==> src/hw/rtl/cdq_pkg.sv <==
package cdq_pkg;

   localparam int DEPTH_DEFAULT = 8;
   localparam int DATA_W        = 32;
   localparam int KIND_W        = 2;
   localparam int STATUS_W      = 2;
   localparam int OCC_W         = 4;

   typedef enum logic [KIND_W-1:0] {
      REQ_PUSH_FRONT = 2'd0,
      REQ_PUSH_REAR  = 2'd1,
      REQ_POP_FRONT  = 2'd2,
      REQ_POP_REAR   = 2'd3
   } req_kind_type;

   typedef enum logic [STATUS_W-1:0] {
      ST_DONE  = 2'd0,
      ST_FULL  = 2'd1,
      ST_EMPTY = 2'd2
   } status_type;

   typedef enum logic {
      S_IDLE = 1'b0,
      S_RESP = 1'b1
   } fsm_type;

endpackage

==> src/hw/rtl/cdq_if.sv <==
interface cdq_req_if;
   logic                                      valid;
   logic                                      ready;
   logic        [cdq_pkg::KIND_W-1:0]         req_type;
   logic signed [cdq_pkg::DATA_W-1:0]         push_value;

   modport source (output valid, output req_type, output push_value, input ready);
   modport sink   (input valid, input req_type, input push_value, output ready);
endinterface

interface cdq_rsp_if;
   logic                                      valid;
   logic                                      ready;
   logic        [cdq_pkg::STATUS_W-1:0]       status;
   logic        [cdq_pkg::OCC_W-1:0]          occupancy;
   logic                                      is_empty;
   logic                                      is_full;
   logic signed [cdq_pkg::DATA_W-1:0]         front_value;
   logic signed [cdq_pkg::DATA_W-1:0]         rear_value;

   modport source (output valid, output status, output occupancy, output is_empty,
                   output is_full, output front_value, output rear_value, input ready);
   modport sink   (input valid, input status, input occupancy, input is_empty,
                   input is_full, input front_value, input rear_value, output ready);
endinterface

==> src/hw/rtl/circular_deque_core.sv <==
// channel   dir   handshake          payload
// req_ch    in    valid / ready      req_type, push_value
// rsp_ch    out   valid / ready      status, occupancy, is_empty, is_full,
//                                    front_value, rear_value
//
// in its accept cycle in S_IDLE, each request updates the pointers, writes the slot
// memory and reads both end slots; the response register is then loaded in S_RESP.
// the slot memory has one write port and two registered read ports; a slot just
// written is forwarded to the response instead of the stale read data.
// reset empties the deque at once; slot contents are not cleared.
// a response held by rsp_ch stalls the block in S_RESP; a new request is
// taken while the previous response still waits.
module circular_deque_core #(
   parameter int DEPTH = cdq_pkg::DEPTH_DEFAULT
) (
   input  logic             clock,
   input  logic             reset,
   cdq_req_if.sink          req_ch,
   cdq_rsp_if.source        rsp_ch
);

   localparam int PTR_W = (DEPTH > 1) ? $clog2(DEPTH) : 1;
   localparam int CNT_W = $clog2(DEPTH + 1);
   localparam logic [PTR_W-1:0] PTR_LAST = PTR_W'(DEPTH - 1);
   localparam logic [CNT_W-1:0] CNT_FULL = CNT_W'(DEPTH);

   logic signed [cdq_pkg::DATA_W-1:0] mem [DEPTH];

   cdq_pkg::fsm_type state_ff, state_in;

   logic [PTR_W-1:0] head_ff, head_in;
   logic [PTR_W-1:0] tail_ff, tail_in;
   logic [CNT_W-1:0] count_ff, count_in;
   logic             empty_ff, empty_in;

   logic signed [cdq_pkg::DATA_W-1:0] rd_front_ff, rd_rear_ff;
   logic signed [cdq_pkg::DATA_W-1:0] push_val_ff;
   logic                              fwd_front_ff, fwd_rear_ff;
   cdq_pkg::status_type               status_ff, status_in;

   logic                              rsp_valid_ff;
   cdq_pkg::status_type               rsp_status_ff;
   logic [cdq_pkg::OCC_W-1:0]         rsp_occ_ff;
   logic                              rsp_empty_ff, rsp_full_ff;
   logic signed [cdq_pkg::DATA_W-1:0] rsp_front_ff, rsp_rear_ff;

   cdq_pkg::req_kind_type kind;
   logic                  accept;
   logic                  wr_en;
   logic [PTR_W-1:0]      wr_addr;
   logic                  full_now;
   logic                  rsp_free;
   logic                  rsp_load;

   assign kind     = cdq_pkg::req_kind_type'(req_ch.req_type);
   assign accept   = req_ch.valid && req_ch.ready;
   assign full_now = (count_ff == CNT_FULL);
   assign rsp_free = !rsp_valid_ff || rsp_ch.ready;

   // next state
   always_comb begin
      state_in = state_ff;
      case (state_ff)
         cdq_pkg::S_IDLE: begin
            if (req_ch.valid) state_in = cdq_pkg::S_RESP;
         end
         cdq_pkg::S_RESP: begin
            if (rsp_free) state_in = cdq_pkg::S_IDLE;
         end
         default: state_in = cdq_pkg::S_IDLE;
      endcase
   end

   // fsm outputs
   always_comb begin
      req_ch.ready = 1'b0;
      rsp_load     = 1'b0;
      case (state_ff)
         cdq_pkg::S_IDLE: req_ch.ready = 1'b1;
         cdq_pkg::S_RESP: rsp_load = rsp_free;
         default: begin
            req_ch.ready = 1'b0;
            rsp_load     = 1'b0;
         end
      endcase
   end

   // pointer update
   always_comb begin
      head_in   = head_ff;
      tail_in   = tail_ff;
      count_in  = count_ff;
      empty_in  = empty_ff;
      status_in = cdq_pkg::ST_DONE;
      wr_en     = 1'b0;
      wr_addr   = head_ff;
      case (kind)
         cdq_pkg::REQ_PUSH_FRONT, cdq_pkg::REQ_PUSH_REAR: begin
            if (full_now) begin
               status_in = cdq_pkg::ST_FULL;
            end else if (empty_ff) begin
               head_in  = '0;
               tail_in  = '0;
               empty_in = 1'b0;
               count_in = CNT_W'(1);
               wr_en    = 1'b1;
               wr_addr  = '0;
            end else if (kind == cdq_pkg::REQ_PUSH_FRONT) begin
               head_in  = (head_ff == '0) ? PTR_LAST : head_ff - PTR_W'(1);
               count_in = count_ff + CNT_W'(1);
               wr_en    = 1'b1;
               wr_addr  = head_in;
            end else begin
               tail_in  = (tail_ff == PTR_LAST) ? '0 : tail_ff + PTR_W'(1);
               count_in = count_ff + CNT_W'(1);
               wr_en    = 1'b1;
               wr_addr  = tail_in;
            end
         end
         cdq_pkg::REQ_POP_FRONT, cdq_pkg::REQ_POP_REAR: begin
            if (empty_ff) begin
               status_in = cdq_pkg::ST_EMPTY;
            end else if (head_ff == tail_ff) begin
               head_in  = '0;
               tail_in  = '0;
               empty_in = 1'b1;
               count_in = '0;
            end else if (kind == cdq_pkg::REQ_POP_FRONT) begin
               head_in  = (head_ff == PTR_LAST) ? '0 : head_ff + PTR_W'(1);
               count_in = count_ff - CNT_W'(1);
            end else begin
               tail_in  = (tail_ff == '0) ? PTR_LAST : tail_ff - PTR_W'(1);
               count_in = count_ff - CNT_W'(1);
            end
         end
         default: status_in = cdq_pkg::ST_DONE;
      endcase
   end

   always_ff @(posedge clock) begin
      if (reset) begin
         state_ff     <= cdq_pkg::S_IDLE;
         head_ff      <= '0;
         tail_ff      <= '0;
         count_ff     <= '0;
         empty_ff     <= 1'b1;
         rsp_valid_ff <= 1'b0;
      end else begin
         state_ff <= state_in;
         if (accept) begin
            head_ff  <= head_in;
            tail_ff  <= tail_in;
            count_ff <= count_in;
            empty_ff <= empty_in;
         end
         if (rsp_load) begin
            rsp_valid_ff <= 1'b1;
         end else if (rsp_ch.ready) begin
            rsp_valid_ff <= 1'b0;
         end
      end
   end

   // slot memory
   always_ff @(posedge clock) begin
      if (accept && wr_en) begin
         mem[wr_addr] <= req_ch.push_value;
      end
      if (accept) begin
         rd_front_ff <= mem[head_in];
         rd_rear_ff  <= mem[tail_in];
      end
   end

   always_ff @(posedge clock) begin
      if (accept) begin
         push_val_ff  <= req_ch.push_value;
         fwd_front_ff <= wr_en && (wr_addr == head_in);
         fwd_rear_ff  <= wr_en && (wr_addr == tail_in);
         status_ff    <= status_in;
      end
      if (rsp_load) begin
         rsp_status_ff <= status_ff;
         rsp_occ_ff    <= cdq_pkg::OCC_W'(count_ff);
         rsp_empty_ff  <= empty_ff;
         rsp_full_ff   <= (count_ff == CNT_FULL);
         rsp_front_ff  <= empty_ff ? '0 : (fwd_front_ff ? push_val_ff : rd_front_ff);
         rsp_rear_ff   <= empty_ff ? '0 : (fwd_rear_ff ? push_val_ff : rd_rear_ff);
      end
   end

   assign rsp_ch.valid       = rsp_valid_ff;
   assign rsp_ch.status      = rsp_status_ff;
   assign rsp_ch.occupancy   = rsp_occ_ff;
   assign rsp_ch.is_empty    = rsp_empty_ff;
   assign rsp_ch.is_full     = rsp_full_ff;
   assign rsp_ch.front_value = rsp_front_ff;
   assign rsp_ch.rear_value  = rsp_rear_ff;

   a_empty_consistent: assert property (@(posedge clock) disable iff (reset)
      empty_ff |-> (count_ff == '0) && (head_ff == '0) && (tail_ff == '0))
      else $error("empty deque with stale pointers or count");

   a_count_nonzero: assert property (@(posedge clock) disable iff (reset)
      !empty_ff |-> (count_ff != '0) && (count_ff <= CNT_FULL))
      else $error("occupancy out of range for a nonempty deque");

   a_accept_to_resp: assert property (@(posedge clock) disable iff (reset)
      accept |=> (state_ff == cdq_pkg::S_RESP))
      else $error("accepted request did not reach the response step");

   a_refused_keeps_count: assert property (@(posedge clock) disable iff (reset)
      (state_ff == cdq_pkg::S_RESP) && (status_ff != cdq_pkg::ST_DONE)
      |-> (count_ff == $past(count_ff)))
      else $error("refused request changed the occupancy");

   a_rsp_flags: assert property (@(posedge clock) disable iff (reset)
      rsp_valid_ff |-> !(rsp_full_ff && rsp_empty_ff))
      else $error("response shows full and empty together");

endmodule
==> src/flat_wrapper.sv <==
// flat-port wrapper written by rule: the top's interface ports become plain ports
module circular_deque_core_flat 
#(
   parameter int DEPTH = cdq_pkg::DEPTH_DEFAULT
)
  (clock, reset, req_ch_valid, req_ch_req_type, req_ch_push_value, req_ch_ready, rsp_ch_valid, rsp_ch_status, rsp_ch_occupancy, rsp_ch_is_empty, rsp_ch_is_full, rsp_ch_front_value, rsp_ch_rear_value, rsp_ch_ready);
  cdq_req_if req_ch_i ();
  cdq_rsp_if rsp_ch_i ();
  input  logic clock;
  input  logic reset;
  input wire logic [$bits(req_ch_i.valid)-1:0] req_ch_valid;
  input wire logic [$bits(req_ch_i.req_type)-1:0] req_ch_req_type;
  input wire logic [$bits(req_ch_i.push_value)-1:0] req_ch_push_value;
  output wire logic [$bits(req_ch_i.ready)-1:0] req_ch_ready;
  output wire logic [$bits(rsp_ch_i.valid)-1:0] rsp_ch_valid;
  output wire logic [$bits(rsp_ch_i.status)-1:0] rsp_ch_status;
  output wire logic [$bits(rsp_ch_i.occupancy)-1:0] rsp_ch_occupancy;
  output wire logic [$bits(rsp_ch_i.is_empty)-1:0] rsp_ch_is_empty;
  output wire logic [$bits(rsp_ch_i.is_full)-1:0] rsp_ch_is_full;
  output wire logic [$bits(rsp_ch_i.front_value)-1:0] rsp_ch_front_value;
  output wire logic [$bits(rsp_ch_i.rear_value)-1:0] rsp_ch_rear_value;
  input wire logic [$bits(rsp_ch_i.ready)-1:0] rsp_ch_ready;
  assign req_ch_i.valid = req_ch_valid;
  assign req_ch_i.req_type = req_ch_req_type;
  assign req_ch_i.push_value = req_ch_push_value;
  assign req_ch_ready = req_ch_i.ready;
  assign rsp_ch_valid = rsp_ch_i.valid;
  assign rsp_ch_status = rsp_ch_i.status;
  assign rsp_ch_occupancy = rsp_ch_i.occupancy;
  assign rsp_ch_is_empty = rsp_ch_i.is_empty;
  assign rsp_ch_is_full = rsp_ch_i.is_full;
  assign rsp_ch_front_value = rsp_ch_i.front_value;
  assign rsp_ch_rear_value = rsp_ch_i.rear_value;
  assign rsp_ch_i.ready = rsp_ch_ready;
  circular_deque_core #(.DEPTH(DEPTH)) u_core (.clock(clock), .reset(reset), .req_ch(req_ch_i), .rsp_ch(rsp_ch_i));
endmodule
==> config.mk <==
export PLATFORM = sky130hd
export DESIGN_NAME = circular_deque_core_flat
export DESIGN_NICKNAME = d
export VERILOG_FILES = /design/src/hw/rtl/cdq_pkg.sv /design/src/hw/rtl/cdq_if.sv /design/src/hw/rtl/circular_deque_core.sv /design/src/flat_wrapper.sv
export SDC_FILE = /design/constraint.sdc
export NUM_CORES = 1
export LEC_CHECK = 0
export CAP_MARGIN = 20
export CORE_ASPECT_RATIO = 1.1
export CORE_MARGIN = 1.5
export CORE_UTILIZATION = 54
export CTS_BUF_LIST = sky130_fd_sc_hd__clkbuf_4
export CTS_CLUSTER_DIAMETER = 200
export DETAILED_ROUTE_END_ITERATION = 10
export DONT_BUFFER_PORTS = 1
export PLACE_DENSITY = 0.78
export SETUP_SLACK_MARGIN = 0.05
export SYNTH_ARGS = -nofsm -noshare
export SYNTH_HDL_FRONTEND = slang
export SYNTH_SLANG_ARGS = --single-unit
==> constraint.sdc <==
create_clock -name clock -period 4.75 [get_ports clock]
set_input_delay 0.7125 -clock clock [delete_from_list [all_inputs] [get_ports clock]]
set_output_delay 0.7125 -clock clock [all_outputs]
set_load 0.02 [all_outputs]
==> results of run 1 <==
==> worst max-delay path, delay by kind of cell, from the launching register on <==
family | cells | cell delay [ns]
and+or+nand+nor | 4 | 1.19
AOI/OAI and AO/OA | 3 | 0.97
buffers and inverters | 3 | 0.81
DFF | 1 | 0.43
adders and majority gates | 1 | 0.23
==> metal layers <==
| layer | vias to the layer above | GRT usage, % | wire length (µm) |
|---|---|---|---|
| li1 | 5974 | - | - |
| met1 | 6460 | 31.7 | 18000 |
| met2 | 853 | 42.0 | 22900 |
| met3 | 183 | 5.34 | 4360 |
| met4 | 0 | 14.1 | 1850 |
| met5 | - | 0 | 0 |
==> where the power goes <==
part / switching (W) / internal [W] / total, W
Clock: 0.00144 / 0.00147 / 0.00291
Combinational: 0.000663 / 0.000382 / 0.00105
Sequential: 0.000160 / 0.00450 / 0.00466
Total: 0.00227 / 0.00635 / 0.00862
==> worst paths after layout <==
path / to / slack, ns / cells past startpoint
setup / recovery: u_core.rd_front_ff[22]$_DFFE_PP_ / 0.84 / 11
hold / removal: u_core.mem[2][3]$_DFFE_PP_ / 0.05 / 0
setup reg to reg: u_core.rd_front_ff[22]$_DFFE_PP_ / 0.84 / 11
hold reg to reg: u_core.rsp_ch.status[0]$_DFFE_PP_ / 0.42 / 0
==> metrics by stage <==
| step | hold WS [ns] | instance area, µm² | power (W) | utilization, % |
|---|---|---|---|---|
| floorplan | 0.400 | 19400 | 0.00544 | - |
| global placement | 0.406 | 20000 | 0.00570 | 56.7 |
| detailed placement | 0.410 | 20000 | 0.00573 | 56.7 |
| CTS | 0.000590 | 21500 | 0.00867 | 61.1 |
| global route | 0.000218 | 21600 | 0.00897 | 61.2 |
| finish | 0.0455 | 21600 | 0.00862 | 61.2 |
==> flip-flops by register name, indices dropped and copies added, names as in the netlist, 4 cells and up <==
| name | flops |
|---|---|
| u_core.mem | 256 |
| u_core.push_val_ff | 32 |
| u_core.rd_front_ff | 32 |
| u_core.rd_rear_ff | 32 |
| u_core.rsp_ch.front_value | 32 |
| u_core.rsp_ch.rear_value | 32 |
| u_core.count_ff | 4 |
| u_core.rsp_ch.occupancy | 4 |
==> area by class of cell <==
type,count,area (µm²),area share [%]
diodes,3,7.51,0.0348
multi-input cells,997,5860,27.2
flip-flops and latches,441,13100,60.8
well taps,481,602,2.79
clock inverters,33,164,0.760
inverters,13,51.3,0.238
clock buffers,146,1100,5.08
repair buffers,62,671,3.11
==> timing repair <==
action / in CTS / in global routing
endpoints found under the hold margin: 172 / 6
hold buffers: 29 / 3
buffers inserted: 0 / 0
==> cells by family after synthesis <==
logic type,count (synthesis)
flip-flops,441
multiplexers,127
AO/OA/AOI/OAI,200
AND/OR/NAND/NOR,653
buffers and inverters,125
adder cells (fa/ha/maj),10
XOR/XNOR,7
==> cell usage in the layout (no fill, tap or decap), types with 6 or more instances in the layout <==
cell type and instances:
clkinv_1 25, buf_12 10, dlygate4sd3_1 32, nand2b_1 6, clkbuf_4 146, a32oi_1 32, nor2_1 88, inv_1 11
and3_1 37, nand3_1 126, a221oi_1 32, ha_1 10, a31o_2 32, nand2_1 361, edfxtp_1 428, mux2i_1 127
xnor2_1 6, buf_4 20, o21ai_0 11, a21oi_1 53, dfxtp_1 12, nor2_4 10
==> flow_summary.ini, run 1 <==
[floorplan]
start_util_pct = 54.9
ios = 112
dieWidth_um = 183
design.die.area_um2 = 37000
rows = 72
die_h_um = 202
coreArea_um2 = 35200

[place]
dp_slack_ns = 0.940
gp_congestion = 0.912
portBuffers = 0
dpl.cell_count = 1962
place_hpwl_um = 25900

[synth]
synth-edff-count = 428
synthCells = 1563
synth_mux_area_share_pct = 6.57
synthXorXnorAreaFrac_pct = 0.317
synth_compound_area_share_pct = 7.62
yosys.area.top_type_share_pct = 66.4
synth_cell_types = 53
synth_common_cells = edfxtp_1 (428), nand2_1 (362), mux2i_1 (127), nand3_1 (126), nor2_1 (96)
ys_ff_latch = 441
synth_flop_cell = edfxtp_1
synthSimpleGateAreaFrac_pct = 14.4
synth-async-reset-ratio_pct = 0
synth_most_common_cell = edfxtp_1
synth_area_um2 = 19300
ys_top_cells_by_area = edfxtp_1 (66%), nand2_1 (7.0%), mux2i_1 (6.6%)
syn_area_per_cell_um2 = 12.4
yosys_warnings = 0
synth_nets = 1611
yosysTopAreaCell = edfxtp_1
synth_fa_ha_area_share_pct = 0.647
synth_top_family_by_area = simple AND/OR/NAND/NOR gates
synth_seq_area_share_pct = 67.8

[sta]
finalSetupViolCount = 0
rsz0062_at_grt = no
timing.fmax_mhz = 256
final_max_slew_viol_count = 0
skew_ns = 0.0404
fin_crit_sh_pct = 82.2
tightest_slew_ns = 1.00
fin_tns_setup_ns = 0
hold_viol_final = 0
finalWorstSetupSlack_ns = 0.844
max-slew-margin-rel_pct = 33.1
period_needed_ns = 3.91

[global_routing]
track_usage_pct = 25.6
grt_max_degree = 88
grt_pass1_vias = 13600
antenna_found_initial = 3
grt_pass1_wl_um = 72500
grt_remaining_overflow = 0

[run]
max_cap_viol_count = 0

[critical_path]
crit_chain = inv_1, ha_1, nand3b_1, clkinv_1, o21ai_0, o31ai_1, o21ai_0, and2_2, buf_4, nand3_1, and3_1
critical_path_class = flop to flop
cp-start-kind = flop
max_stage_delay_ns = 0.64
endpoint_kind = flop
worst_path_max_delay_cell = o21ai_0
rr_startpoint = u_core.count_ff[0]$_SDFFE_PP0P_
crit_path_start = u_core.count_ff[0]$_SDFFE_PP0P_
cpMostUsedCell = o21ai_0
worstPathRequired_ns = 5.25
crit_arrival_ns = 4.40
cp_max_fo = 21

[power]
peakVddDrop_mv = 0.203
leakage_nw = 7.57
power_density_nw_per_um2 = 400

[clock_tree]
cts.reportedPaths.clkPinSlew_ns = 0.07
cts_sinks = 441
cts_resized = 0
htree_levels = 3
cts_root_buffer = clkbuf_4
clk_path_buf_depth = 3
cts_tree = done
numCtsBuffers = 103
clk_latency_ns = 0.78

[routing]
drc = 0
post_drt_wl_per_cell_um = 21.7
ant_nets = 0
first_pass_iters = 6
vias_per_cell = 6.19
num_vias = 13500
drt_iter0_drc = 1544
wirelength_um = 47200

[finish]
syn_to_final_growth_pct = 11.5
fillCellCount = 2609
layout.cells.non_filler = 2176
drive_gt1_share_pct = 14.4
fin_nets = 1666

[status]
status = finished clean

[worst_hold_path]
min-delay-start = req_ch_push_value[3]
holdCritPathClass = input port to flop
Note: power is estimated with default switching activity, not from simulation.
==> run 2: changes to the inputs <==
ABC_AREA = 1   (was not set)
clock period = 3.25 ns   (was 4.75 ns; I/O delays follow)
==> flow_summary.ini, run 2 <==
[run]
max_cap_viol_count = 0

[clock_tree]
cts_resized = 0
numCtsBuffers = 107
clk_path_buf_depth = 3
cts_tree = done
clk_latency_ns = 0.85
cts_root_buffer = clkbuf_4
cts.reportedPaths.clkPinSlew_ns = 0.08
post_cts_buffers = 0
cts_sinks = 441
htree_levels = 3

[finish]
top_register = u_core.mem
drive_gt1_share_pct = 10.2
largest_register_ffs = 256
final_common_cell = nand2_1
syn_to_final_growth_pct = 9.89
layout.cells.most_common_list = nand2_1 (641), nand3_1 (526), edfxtp_1 (428), inv_1 (283), clkbuf_4 (162)
fin_nets = 2440
finalInstanceArea_um2 = 23900

[synth]
synth-async-reset-ratio_pct = 0
yosysTopAreaCell = edfxtp_1
synth-edff-count = 428
syn_area_per_cell_um2 = 9.24
ys_top_cells_by_area = edfxtp_1 (59%), nand3_1 (12%), nand2_1 (11%)
synth_most_common_cell = nand2_1
yosys.area.top_type_share_pct = 59.2
synth_nets = 2400
synth_area_um2 = 21700
synth_flop_cell = edfxtp_1
synth_seq_area_share_pct = 60.4
synth_cell_types = 35
ys_ff_latch = 441
yosys_warnings = 0
synth_common_cells = nand2_1 (644), nand3_1 (527), edfxtp_1 (428), inv_1 (287), nor2_1 (145)
synthCells = 2352

[floorplan]
rows = 76
ios = 112
dieWidth_um = 194
coreArea_um2 = 39500
design.die.area_um2 = 41400
start_util_pct = 55.1
die_h_um = 213

[critical_path]
cp_max_fo = 21
worstPathRequired_ns = 3.75
endpoint_kind = flop
max_stage_delay_ns = 0.59
r2r_cells = 10
cpMostUsedCell = o21ai_0
r2r-end = u_core.mem[2][14]$_DFFE_PP_
rr_startpoint = u_core.count_ff[0]$_SDFFE_PP0P_
crit_arrival_ns = 3.23
worst_path_max_delay_cell = o21ai_0
regToRegSetupSlack_ns = 0.52
cp-start-kind = flop
crit_chain = inv_1, ha_1, nand3_4, nand2_4, nand2_1, o21ai_0, o21ai_0, clkbuf_2, nor2_4, buf_4
critical_path_class = flop to flop

[place]
portBuffers = 0
placed_cell_area_um2 = 22100
gp_congestion = 0.865
place_hpwl_um = 31100

[worst_hold_path]
min-delay-start = req_ch_req_type[1]
hold_end = u_core.count_ff[0]$_SDFFE_PP0P_
holdCritPathClass = input port to flop
hold_depth = 3

[sta]
timing.fmax_mhz = 366
hold_viol_final = 0
final_max_slew_viol_count = 0
period_needed_ns = 2.73
fin_crit_sh_pct = 84.1
tightest_slew_ns = 0.690
fin_tns_setup_ns = 0
max-slew-margin-rel_pct = 53.5
skew_ns = 0.0683
rsz0062_at_grt = no
finalSetupViolCount = 0

[routing]
vias_per_cell = 5.73
post_drt_wl_per_cell_um = 18.7
drc = 2
num_vias = 17100
drt_iter0_drc = 1790
wirelength_um = 56000
ant_nets = 0
first_pass_iters = 9

[global_routing]
grt_remaining_overflow = 0
grt_max_degree = 129
grt_pass1_wl_um = 88500
grt_pass1_vias = 17400
antenna_found_initial = 3
track_usage_pct = 27.4

[power]
power_density_nw_per_um2 = 588
leakage_nw = 10.4
peakVddDrop_mv = 0.412

[status]
violations = DRC
status = finished, violations left
run 2: cell types whose count changed after synthesis, sizes merged, moves of 6 or more:
cell and delta:
inv +284, nand2 +289, a32oi -32, buf +74
a221oi -32, nor2 +48, and3 -37, a31o -32
o21ai +76, nand3 +405, a21oi -31, nand2b -6
mux2i -127, clkbuf -39
run 2: metrics by stage:
stage | hold slack, ns | util (%) | power, W | cells | worst slack, ns
after global routing | 0.0559 | 60.5 | 0.0147 | 2987 | 0.311
final | 0.110 | 60.5 | 0.0140 | 2988 | 0.516
after CTS | 0.0149 | 60.5 | 0.0141 | 2984 | 0.420
after floorplan | 0.400 | - | 0.00875 | 2352 | 0.00107
after global placement | 0.412 | 56.0 | 0.00927 | 2753 | 0.546
after detailed placement | 0.414 | 56.0 | 0.00938 | 2753 | 0.490
run 2: worst max path at each step:
stage                                      end  cells past startpoint  slack, ns                            start
2_1_floorplan       u_core.mem[0][0]$_DFFE_PP_                      9      0.001   u_core.tail_ff[0]$_SDFFE_PP0P_
3_5_place_dp        u_core.mem[2][9]$_DFFE_PP_                      9       0.49  u_core.count_ff[0]$_SDFFE_PP0P_
3_3_place_gp        u_core.mem[2][9]$_DFFE_PP_                      9       0.55  u_core.count_ff[0]$_SDFFE_PP0P_
6_report           u_core.mem[2][14]$_DFFE_PP_                     10       0.52  u_core.count_ff[0]$_SDFFE_PP0P_
5_1_grt        u_core.rd_front_ff[7]$_DFFE_PP_                     15       0.31  u_core.count_ff[0]$_SDFFE_PP0P_
4_1_cts            u_core.mem[2][14]$_DFFE_PP_                      9       0.42  u_core.count_ff[0]$_SDFFE_PP0P_
run 2: where the power goes:
group          total [W]  leakage [nW]  internal [W]  switching [W]
logic            0.00257          5.51      0.000720        0.00185
registers        0.00684          4.07       0.00664       0.000193
clock network    0.00463         0.836       0.00243        0.00220
total             0.0140          10.4       0.00979        0.00424
run 2: logic make-up (layout without fill, tap and decap cells):
kind of cell               count (synthesis)  in the layout  synth area share (%)
DFF                                      441            441                  60.4
buffers and inverters                    444            570                  9.55
AOI/OAI and AO/OA                        122            122                  2.98
adders and majority gates                 10             10                 0.576
and+or+nand+nor                         1329           1329                  26.3
xor gates and xnor gates                   6              6                 0.242
other                                      0              3                     0
run 2: area by class of cell:
type | instances | area (µm²)
inverters | 297 | 1120
clock buffers | 162 | 1220
multi-input cells | 1467 | 6670
well taps | 507 | 634
flip-flops and latches | 441 | 13100
repair buffers | 78 | 923
diodes | 3 | 7.51
clock inverters | 33 | 193
fillers | 3154 | 15600
run 2: what timing repair did:
| item | CTS | global route |
|---|---|---|
| hold buffers | 36 | 0 |
| endpoints found under the setup margin | 0 | 0 |
| hold endpoints to repair | 303 | 0 |
run 2: per-layer routing:
metal,routed length (µm),track usage (%),up-vias
met5,0,0,-
met4,2540,17.2,0
met3,5660,6.10,223
met2,27200,46.7,1038
met1,20600,31.9,7918
li1,-,-,7953
run 2: worst max-delay path, delay by kind of cell, from the launching register on:
kind / cells / cell delay (ns)
flops: 1 / 0.42
fa+ha+maj: 1 / 0.26
buf+inv: 3 / 0.63
compound gates: 2 / 0.70
simple gates: 4 / 0.37
